--- src/lfr_pkg.sv ---
package lfr_pkg;

  localparam int unsigned MAX_DATA_BYTES = 8;
  localparam int unsigned DATA_W         = 8 * MAX_DATA_BYTES;
  localparam int unsigned LANE_W         = $clog2(MAX_DATA_BYTES);

  localparam logic [7:0] SYNC_BYTE = 8'h55;

  localparam logic [5:0] TARGET_ID_RST    = 6'd50;
  localparam logic [3:0] DATA_LENGTH_RST  = 4'd8;
  localparam logic [7:0] FRAME_TMO_RST    = 8'd50;
  localparam logic [7:0] BYTE_TMO_RST     = 8'd2;

  typedef enum logic [1:0] {
    CFG_TARGET_ID   = 2'd0,
    CFG_DATA_LENGTH = 2'd1,
    CFG_FRAME_TMO   = 2'd2,
    CFG_BYTE_TMO    = 2'd3
  } cfg_idx_e;

  typedef enum logic [1:0] {
    ST_OK      = 2'd0,
    ST_PARITY  = 2'd1,
    ST_CSUM    = 2'd2,
    ST_TIMEOUT = 2'd3
  } status_e;

  typedef struct packed {
    logic       is_tick;
    logic [7:0] rx_byte;
  } in_t;

  typedef struct packed {
    status_e     status;
    logic [5:0]  frame_id;
    logic [DATA_W-1:0] frame_data;
    logic [7:0]  rx_checksum;
    logic [15:0] good_frames;
    logic [15:0] parity_errors;
    logic [15:0] checksum_errors;
    logic [15:0] timeout_errors;
  } out_t;

  function automatic logic pid_parity_ok(input logic [7:0] pid);
    logic p0;
    logic p1;
    p0 = pid[0] ^ pid[1] ^ pid[2] ^ pid[4];
    p1 = ~(pid[1] ^ pid[3] ^ pid[4] ^ pid[5]);
    return (pid[6] == p0) && (pid[7] == p1);
  endfunction

endpackage

--- src/lfr_core.sv ---
module lfr_core import lfr_pkg::*; (
  input  logic       clk_i,
  input  logic       rst_ni,
  input  logic       cfg_we_i,
  input  cfg_idx_e   cfg_index_i,
  input  logic [7:0] cfg_data_i,
  input  logic       item_go_i,
  input  in_t        item_i,
  output logic       res_valid_o,
  output out_t       res_o
);

  typedef enum logic [1:0] {
    PH_IDLE = 2'd0,
    PH_PID  = 2'd1,
    PH_DATA = 2'd2,
    PH_CSUM = 2'd3
  } phase_e;

  logic [5:0] target_id_q;
  logic [3:0] data_length_q;
  logic [7:0] frame_tmo_q;
  logic [7:0] byte_tmo_q;

  phase_e            phase_q, phase_d;
  logic [3:0]        byte_index_q, byte_index_d;
  logic [7:0]        pid_q, pid_d;
  logic [DATA_W-1:0] data_q, data_d;
  logic [7:0]        sum_q, sum_d;
  logic [7:0]        frame_timer_q, frame_timer_d;
  logic [7:0]        gap_timer_q, gap_timer_d;
  logic [15:0]       cnt_q [4];
  logic [15:0]       cnt_d [4];

  logic       emit;
  status_e    status;
  logic [7:0] csum_out;
  logic [3:0] eff_len;
  logic [3:0] index_inc;
  logic [8:0] sum_wide;
  logic [7:0] rx_b;

  assign rx_b = item_i.rx_byte;

  always_comb begin
    if (data_length_q == 4'd0) begin
      eff_len = 4'd1;
    end else if (data_length_q > 4'(MAX_DATA_BYTES)) begin
      eff_len = 4'(MAX_DATA_BYTES);
    end else begin
      eff_len = data_length_q;
    end
  end

  assign index_inc = byte_index_q + 4'd1;
  // end-around carry: fold the overflow back into the low byte
  assign sum_wide  = {1'b0, sum_q} + {1'b0, rx_b};

  always_comb begin
    phase_d       = phase_q;
    byte_index_d  = byte_index_q;
    pid_d         = pid_q;
    data_d        = data_q;
    sum_d         = sum_q;
    frame_timer_d = frame_timer_q;
    gap_timer_d   = gap_timer_q;
    emit          = 1'b0;
    status        = ST_OK;
    csum_out      = 8'h00;

    if (item_go_i) begin
      if (item_i.is_tick) begin
        if (phase_q != PH_IDLE) begin
          if (frame_timer_q != 8'hFF) begin
            frame_timer_d = frame_timer_q + 8'd1;
          end
          if (frame_timer_d > frame_tmo_q) begin
            emit   = 1'b1;
            status = ST_TIMEOUT;
          end else if (phase_q == PH_DATA || phase_q == PH_CSUM) begin
            if (gap_timer_q != 8'hFF) begin
              gap_timer_d = gap_timer_q + 8'd1;
            end
            if (gap_timer_d >= byte_tmo_q) begin
              emit   = 1'b1;
              status = ST_TIMEOUT;
            end
          end
        end
      end else begin
        unique case (phase_q)
          PH_IDLE: begin
            if (rx_b == SYNC_BYTE) begin
              phase_d       = PH_PID;
              pid_d         = 8'h00;
              data_d        = '0;
              frame_timer_d = 8'h00;
              gap_timer_d   = 8'h00;
            end
          end
          PH_PID: begin
            pid_d = rx_b;
            if (!pid_parity_ok(rx_b)) begin
              emit   = 1'b1;
              status = ST_PARITY;
            end else if (rx_b[5:0] != target_id_q) begin
              phase_d = PH_IDLE;
            end else begin
              phase_d      = PH_DATA;
              byte_index_d = 4'd0;
              data_d       = '0;
              sum_d        = rx_b;
              gap_timer_d  = 8'h00;
            end
          end
          PH_DATA: begin
            gap_timer_d = 8'h00;
            for (int k = 0; k < MAX_DATA_BYTES; k++) begin
              if (byte_index_q[LANE_W-1:0] == LANE_W'(k)) begin
                data_d[8*k +: 8] = data_q[8*k +: 8] | rx_b;
              end
            end
            sum_d        = sum_wide[8] ? 8'(sum_wide - 9'h0FF) : sum_wide[7:0];
            byte_index_d = index_inc;
            if (index_inc >= eff_len) begin
              phase_d = PH_CSUM;
            end
          end
          PH_CSUM: begin
            gap_timer_d = 8'h00;
            emit        = 1'b1;
            status      = (~sum_q == rx_b) ? ST_OK : ST_CSUM;
            csum_out    = rx_b;
          end
          default: ;
        endcase
      end
      if (emit) begin
        phase_d = PH_IDLE;
      end
    end
  end

  always_comb begin
    for (int s = 0; s < 4; s++) begin
      cnt_d[s] = cnt_q[s];
    end
    if (emit) begin
      cnt_d[status] = cnt_q[status] + 16'd1;
    end
  end

  assign res_valid_o          = emit;
  assign res_o.status          = status;
  assign res_o.frame_id        = pid_d[5:0];
  assign res_o.frame_data      = (status == ST_PARITY) ? '0 : data_d;
  assign res_o.rx_checksum     = csum_out;
  assign res_o.good_frames     = cnt_d[ST_OK];
  assign res_o.parity_errors   = cnt_d[ST_PARITY];
  assign res_o.checksum_errors = cnt_d[ST_CSUM];
  assign res_o.timeout_errors  = cnt_d[ST_TIMEOUT];

  always_ff @(posedge clk_i or negedge rst_ni) begin
    if (!rst_ni) begin
      target_id_q   <= TARGET_ID_RST;
      data_length_q <= DATA_LENGTH_RST;
      frame_tmo_q   <= FRAME_TMO_RST;
      byte_tmo_q    <= BYTE_TMO_RST;
      phase_q       <= PH_IDLE;
      byte_index_q  <= 4'd0;
      pid_q         <= 8'h00;
      data_q        <= '0;
      sum_q         <= 8'h00;
      frame_timer_q <= 8'h00;
      gap_timer_q   <= 8'h00;
      for (int s = 0; s < 4; s++) begin
        cnt_q[s] <= 16'd0;
      end
    end else begin
      if (cfg_we_i) begin
        unique case (cfg_index_i)
          CFG_TARGET_ID:   target_id_q   <= cfg_data_i[5:0];
          CFG_DATA_LENGTH: data_length_q <= cfg_data_i[3:0];
          CFG_FRAME_TMO:   frame_tmo_q   <= cfg_data_i;
          CFG_BYTE_TMO:    byte_tmo_q    <= cfg_data_i;
          default: ;
        endcase
      end
      phase_q       <= phase_d;
      byte_index_q  <= byte_index_d;
      pid_q         <= pid_d;
      data_q        <= data_d;
      sum_q         <= sum_d;
      frame_timer_q <= frame_timer_d;
      gap_timer_q   <= gap_timer_d;
      for (int s = 0; s < 4; s++) begin
        cnt_q[s] <= cnt_d[s];
      end
    end
  end

endmodule

--- src/lin_frame_receiver.sv ---
// Flow: a taken beat waits in the input register; once the result register is free or
// being drained, the core processes it and a frame result loads the result register.
// Throughput: one beat per cycle unless a stalled result blocks; the result and input
// registers let a new beat in while an earlier result waits to be taken.
// Reset: rst_ni clears frame state, statistics counters and both valid flags at once,
// and loads the configuration registers with their defaults.
module lin_frame_receiver import lfr_pkg::*; (
  input  logic       clk_i,
  input  logic       rst_ni,
  input  logic       in_valid_i,
  output logic       in_stall_o,
  input  in_t        in_data_i,
  output logic       out_valid_o,
  input  logic       out_stall_i,
  output out_t       out_data_o,
  input  logic       cfg_valid_i,
  output logic       cfg_ready_o,
  input  cfg_idx_e   cfg_index_i,
  input  logic [7:0] cfg_data_i
);

  logic in_valid_q;
  in_t  in_q;
  logic out_valid_q;
  out_t out_q;
  logic proc_go;
  logic item_go;
  logic in_take;
  logic res_valid;
  out_t res;

  // advance the held beat when the result register is free or being drained
  assign proc_go     = !out_valid_q || !out_stall_i;
  assign item_go     = in_valid_q && proc_go;
  assign in_stall_o  = in_valid_q && !proc_go;
  assign in_take     = in_valid_i && !in_stall_o;
  assign cfg_ready_o = 1'b1;

  lfr_core u_core (
    .clk_i       (clk_i),
    .rst_ni      (rst_ni),
    .cfg_we_i    (cfg_valid_i && cfg_ready_o),
    .cfg_index_i (cfg_index_i),
    .cfg_data_i  (cfg_data_i),
    .item_go_i   (item_go),
    .item_i      (in_q),
    .res_valid_o (res_valid),
    .res_o       (res)
  );

  always_ff @(posedge clk_i or negedge rst_ni) begin
    if (!rst_ni) begin
      in_valid_q <= 1'b0;
    end else if (in_take) begin
      in_valid_q <= 1'b1;
    end else if (proc_go) begin
      in_valid_q <= 1'b0;
    end
  end

  always_ff @(posedge clk_i) begin
    if (in_take) begin
      in_q <= in_data_i;
    end
  end

  always_ff @(posedge clk_i or negedge rst_ni) begin
    if (!rst_ni) begin
      out_valid_q <= 1'b0;
    end else if (item_go && res_valid) begin
      out_valid_q <= 1'b1;
    end else if (!out_stall_i) begin
      out_valid_q <= 1'b0;
    end
  end

  always_ff @(posedge clk_i) begin
    if (item_go && res_valid) begin
      out_q <= res;
    end
  end

  assign out_valid_o = out_valid_q;
  assign out_data_o  = out_q;

`ifndef SYNTHESIS
  a_parity_clears_payload: assert property (@(posedge clk_i) disable iff (!rst_ni)
    (out_valid_o && out_data_o.status == ST_PARITY) |->
      (out_data_o.frame_data == '0 && out_data_o.rx_checksum == 8'h00))
    else $error("parity error result carries payload");

  a_timeout_no_checksum: assert property (@(posedge clk_i) disable iff (!rst_ni)
    (out_valid_o && out_data_o.status == ST_TIMEOUT) |-> out_data_o.rx_checksum == 8'h00)
    else $error("timeout result carries a checksum");

  a_beat_consumed_once: assert property (@(posedge clk_i) disable iff (!rst_ni)
    (item_go && !in_take) |=> !in_valid_q)
    else $error("input beat held after being processed");

  a_result_not_lost: assert property (@(posedge clk_i) disable iff (!rst_ni)
    (out_valid_o && out_stall_i) |=> out_valid_o)
    else $error("stalled result dropped");
`endif

endmodule

--- config.mk ---
export PLATFORM = sky130hd
export DESIGN_NAME = lin_frame_receiver
export DESIGN_NICKNAME = d
export VERILOG_FILES = /design/src/lfr_pkg.sv /design/src/lfr_core.sv /design/src/lin_frame_receiver.sv
export SDC_FILE = /design/constraint.sdc
export NUM_CORES = 1
export LEC_CHECK = 0
export ABC_AREA = 1
export ABC_CLOCK_PERIOD_IN_PS = 20900
export BUFFER_PORTS_ARGS = -buffer_cell sky130_fd_sc_hd__buf_4
export CAP_MARGIN = 20
export CORE_MARGIN = 1.5
export CORE_UTILIZATION = 45
export CTS_BUF_LIST = sky130_fd_sc_hd__clkbuf_16
export DETAILED_ROUTE_END_ITERATION = 10
export HOLD_SLACK_MARGIN = 0.15
export PLACE_DENSITY = 0.76
export SYNTH_ARGS = -nofsm -noshare
export SYNTH_HDL_FRONTEND = slang
export SYNTH_SLANG_ARGS = --single-unit
--- constraint.sdc ---
create_clock -name clk_i -period 20.9 [get_ports clk_i]
set_clock_uncertainty 0.05 [all_clocks]
set_input_delay 6.27 -clock clk_i [delete_from_list [all_inputs] [get_ports clk_i]]
set_output_delay 6.27 -clock clk_i [all_outputs]
set_load 0.02 [all_outputs]
==> out/results.tsv <==
stage	metric	value	unit
status	status	completed	
grt	grt_pass1_wl	59100	um
sta	period_share	62.5	%
clock_network	clockRootBuffer	clkbuf_16	
clock_network	cts_buffers	36	
pwr	p_sw_share	38.5	%
final_layout	final_nets	1856	
hold_path	hold_class	reg -> reg	
place	pre_cts_ws	7.83	ns
pwr	power.switching	0.000994	W
critical_path	worstPathRequired	14.58	ns
clock_network	clkTransAtPathRegs	0.06	ns
synth	syn_nets	1684	
pwr	p_seq_share	40.3	%
synth	ys.flop_type	dfrtp_1	
critical_path	worstPathMaxFanout	3	
synth	syn_avg_cell_area	9.55	um2
synth	synth-seq-cells	345	
sta	relSlewSlack	30.0	%
drt	wirelength	36700	um
synth	syn_inst	1615	
critical_path	cp-start-kind	input pin	
critical_path	end_kind	output pin	
clock_network	cts_setup_buffers	0	
place	routabilityCongestion	0.876	
clock_network	post_cts_resized	0	
final_layout	layout_common_cells	nand2_1 (383), inv_1 (253), dfrtp_1 (184)	
synth	ys_seq_area_share	61.0	%
sta	worst_slew_pin_slew	1.05	ns
die	core-area	33600	um2
synth	synth.distinct_cells	47	
sta	fin_tns_setup	0	ns
pwr	total_power	0.00258	W
sta	period_needed	13.06	ns
pwr	cellLeakagePower	8.91	nW
drt	ant_nets	0	
critical_path	r2r_slack	15.16	ns
pwr	power.internal	0.00159	W
drt	vias	11600	
clock_network	cts_tree	done	
sta	setup_violations	0	
sta	max_freq	76.6	MHz
synth	async_flop_share	55.7	%
synth	yosysWarningCount	0	
die	io_pins	171	
pwr	power.density	141	nW/um2
critical_path	worstPathArrival	6.74	ns
pwr	ir_drop	0.0765	mV
clock_network	clock_latency	0.52	ns
clock_network	cts.path.max_buffers	3	
die	rows	67	
pwr	combPwrFrac	36.9	%
grt	grt-ovfl-total	0	
place	io_buffers	169	
grt	grt_pass1_vias	11300	
place	dp_hpwl	24700	um
final_layout	fin_util	54.3	%
sta	drv_slew	0	
die	start_util	45.9	%
grt	grtUsageTotal	20.8	%
grt	grt_max_degree	86	
job	drv_cap	0	
drt	via_per_inst	5.11	
sta	grt_setup_unrepaired	false	
critical_path	path_class	in -> out	
pwr	pwr-share-clk	22.8	%
grt	antenna_found_initial	0	
sta	hold_viol_final	0	
sta	fin_ws	7.84	ns
clock_network	cts_sinks	345	
final_layout	diodes	0	
drt	drc	0	
synth	netlist_area	15400	um2
die	die_width	188	um
synth	synth_edf_count	153	
die	fp.dieH	188	um
clock_network	htree_num_levels	2	
drt	dr.pass1.iters	5	
drt	wl_per_cell	16.2	um
final_layout	layout-drive-gt1-share	15.2	%
drt	drt_iter0_drc	1068	
sta	whs	0.442	ns
final_layout	layout_commonest_cell	nand2_1	
die	dieArea	35400	um2
final_layout	synthToLayoutAreaGrowth	18.4	%
clock_network	cts_hold_buf	0	
## sequential cells by signal, indices dropped and copies added, names as in the netlist
signal                cells
u_core.byte_index_q       4
in_q                      9
u_core.target_id_q        6
u_core.byte_tmo_q         8
in_valid_q                1
u_core.sum_q              8
out_valid_o               1
u_core.data_length_q      4
u_core.cnt_q             64
u_core.pid_q              6
u_core.gap_timer_q        8
u_core.frame_timer_q      8
u_core.phase_q            2
u_core.frame_tmo_q        8
out_data_o              144
u_core.data_q            64
## cell type report
type	instances	area, um2
Clock buffer	37	926
Clock inverter	28	158
Fill cell	2877	15400
Inverter	249	935
Multi-Input combinational cell	969	4880
Sequential cell	345	9410
Tap cell	448	561
Timing Repair Buffer	186	1400
## worst max-delay path, stage by stage
cell     delay [ns]
buf_4          0.07
nand2_1        0.07
nor2_1         0.15
buf_4          0.17
## stage by stage
step | instance area [um2] | std cells
5_1_grt | 18300 | 2262
4_1_cts | 18200 | 2259
6_report | 18300 | 2262
3_3_place_gp | 17100 | 2192
2_1_floorplan | 15400 | 1615
3_5_place_dp | 17200 | 2194
## cells in the mapped netlist (2+ instances only)
cell	count	area, um2
a21oi_1	82	410
a31oi_1	10	62.6
buf_1	10	37.5
buf_2	12	60.1
clkbuf_1	28	105
clkinv_1	2	7.51
dfrtp_1	184	4600
dfstp_2	8	210
edfxtp_1	153	4590
ha_1	44	551
inv_1	240	901
inv_2	7	26.3
nand2_1	383	1440
nand2_2	3	18.8
nand3_1	65	325
nand3_2	5	50.1
nand3b_1	4	30.0
nand4_1	18	113
nor2_1	139	522
nor2_2	6	37.5
nor2_4	4	45.0
nor3_1	20	100
nor3_2	2	20.0
nor4_1	2	12.5
o211ai_1	5	37.5
o21a_1	4	30.0
o21ai_0	94	470
o21ai_1	24	120
o221ai_1	3	26.3
o22ai_1	6	37.5
o31ai_1	3	22.5
or2_2	4	25.0
xnor2_1	7	61.3
xor2_1	21	184
## path summary, 6_finish.rpt
check	startpoint	end	cells past startpoint
max in group asynchronous	rst_ni	u_core.data_q[9]	2
min in group asynchronous	rst_ni	u_core.phase_q[1]	1
setup / recovery	out_stall_i	in_stall_o	4
setup reg to reg	u_core.gap_timer_q[3]	out_data_o[22]	26
hold / removal	u_core.frame_tmo_q[6]	u_core.frame_tmo_q[6]	2
hold reg to reg	u_core.frame_tmo_q[6]	u_core.frame_tmo_q[6]	2
## power groups by stage
stage	combinational, W	sequential, W	clock, W
final	0.000953	0.00104	0.000588
after global routing	0.00106	0.00106	0.000625
after CTS	0.000952	0.00104	0.000598
after detailed placement	0.000945	0.00105	0
after global placement	0.000910	0.00104	0
after floorplan	0.000560	0.00113	0
## cells by family (layout without fill, tap and decap cells)
| group | after synthesis | in the layout | synth area share (%) |
|---|---|---|---|
| and+or+nand+nor | 660 | 660 | 18.1 |
| DFF | 345 | 345 | 61.0 |
| buffers and inverters | 301 | 500 | 7.49 |
| AOI/OAI and AO/OA | 234 | 234 | 8.05 |
| adders and majority gates | 45 | 45 | 3.70 |
| xor gates and xnor gates | 29 | 29 | 1.70 |
| other | 1 | 1 | 0.0243 |
## metal layers
metal,up-vias,routed length (um),global-route usage (%),share of wire (%)
li1,5560,-,-,-
met4,0,912,6.31,2.5
met5,-,0,0,0
met3,70,2500,3.11,6.8
met1,5516,15800,28.3,43
met2,420,17500,34.5,48
Note: power is estimated with default switching activity, not from simulation.
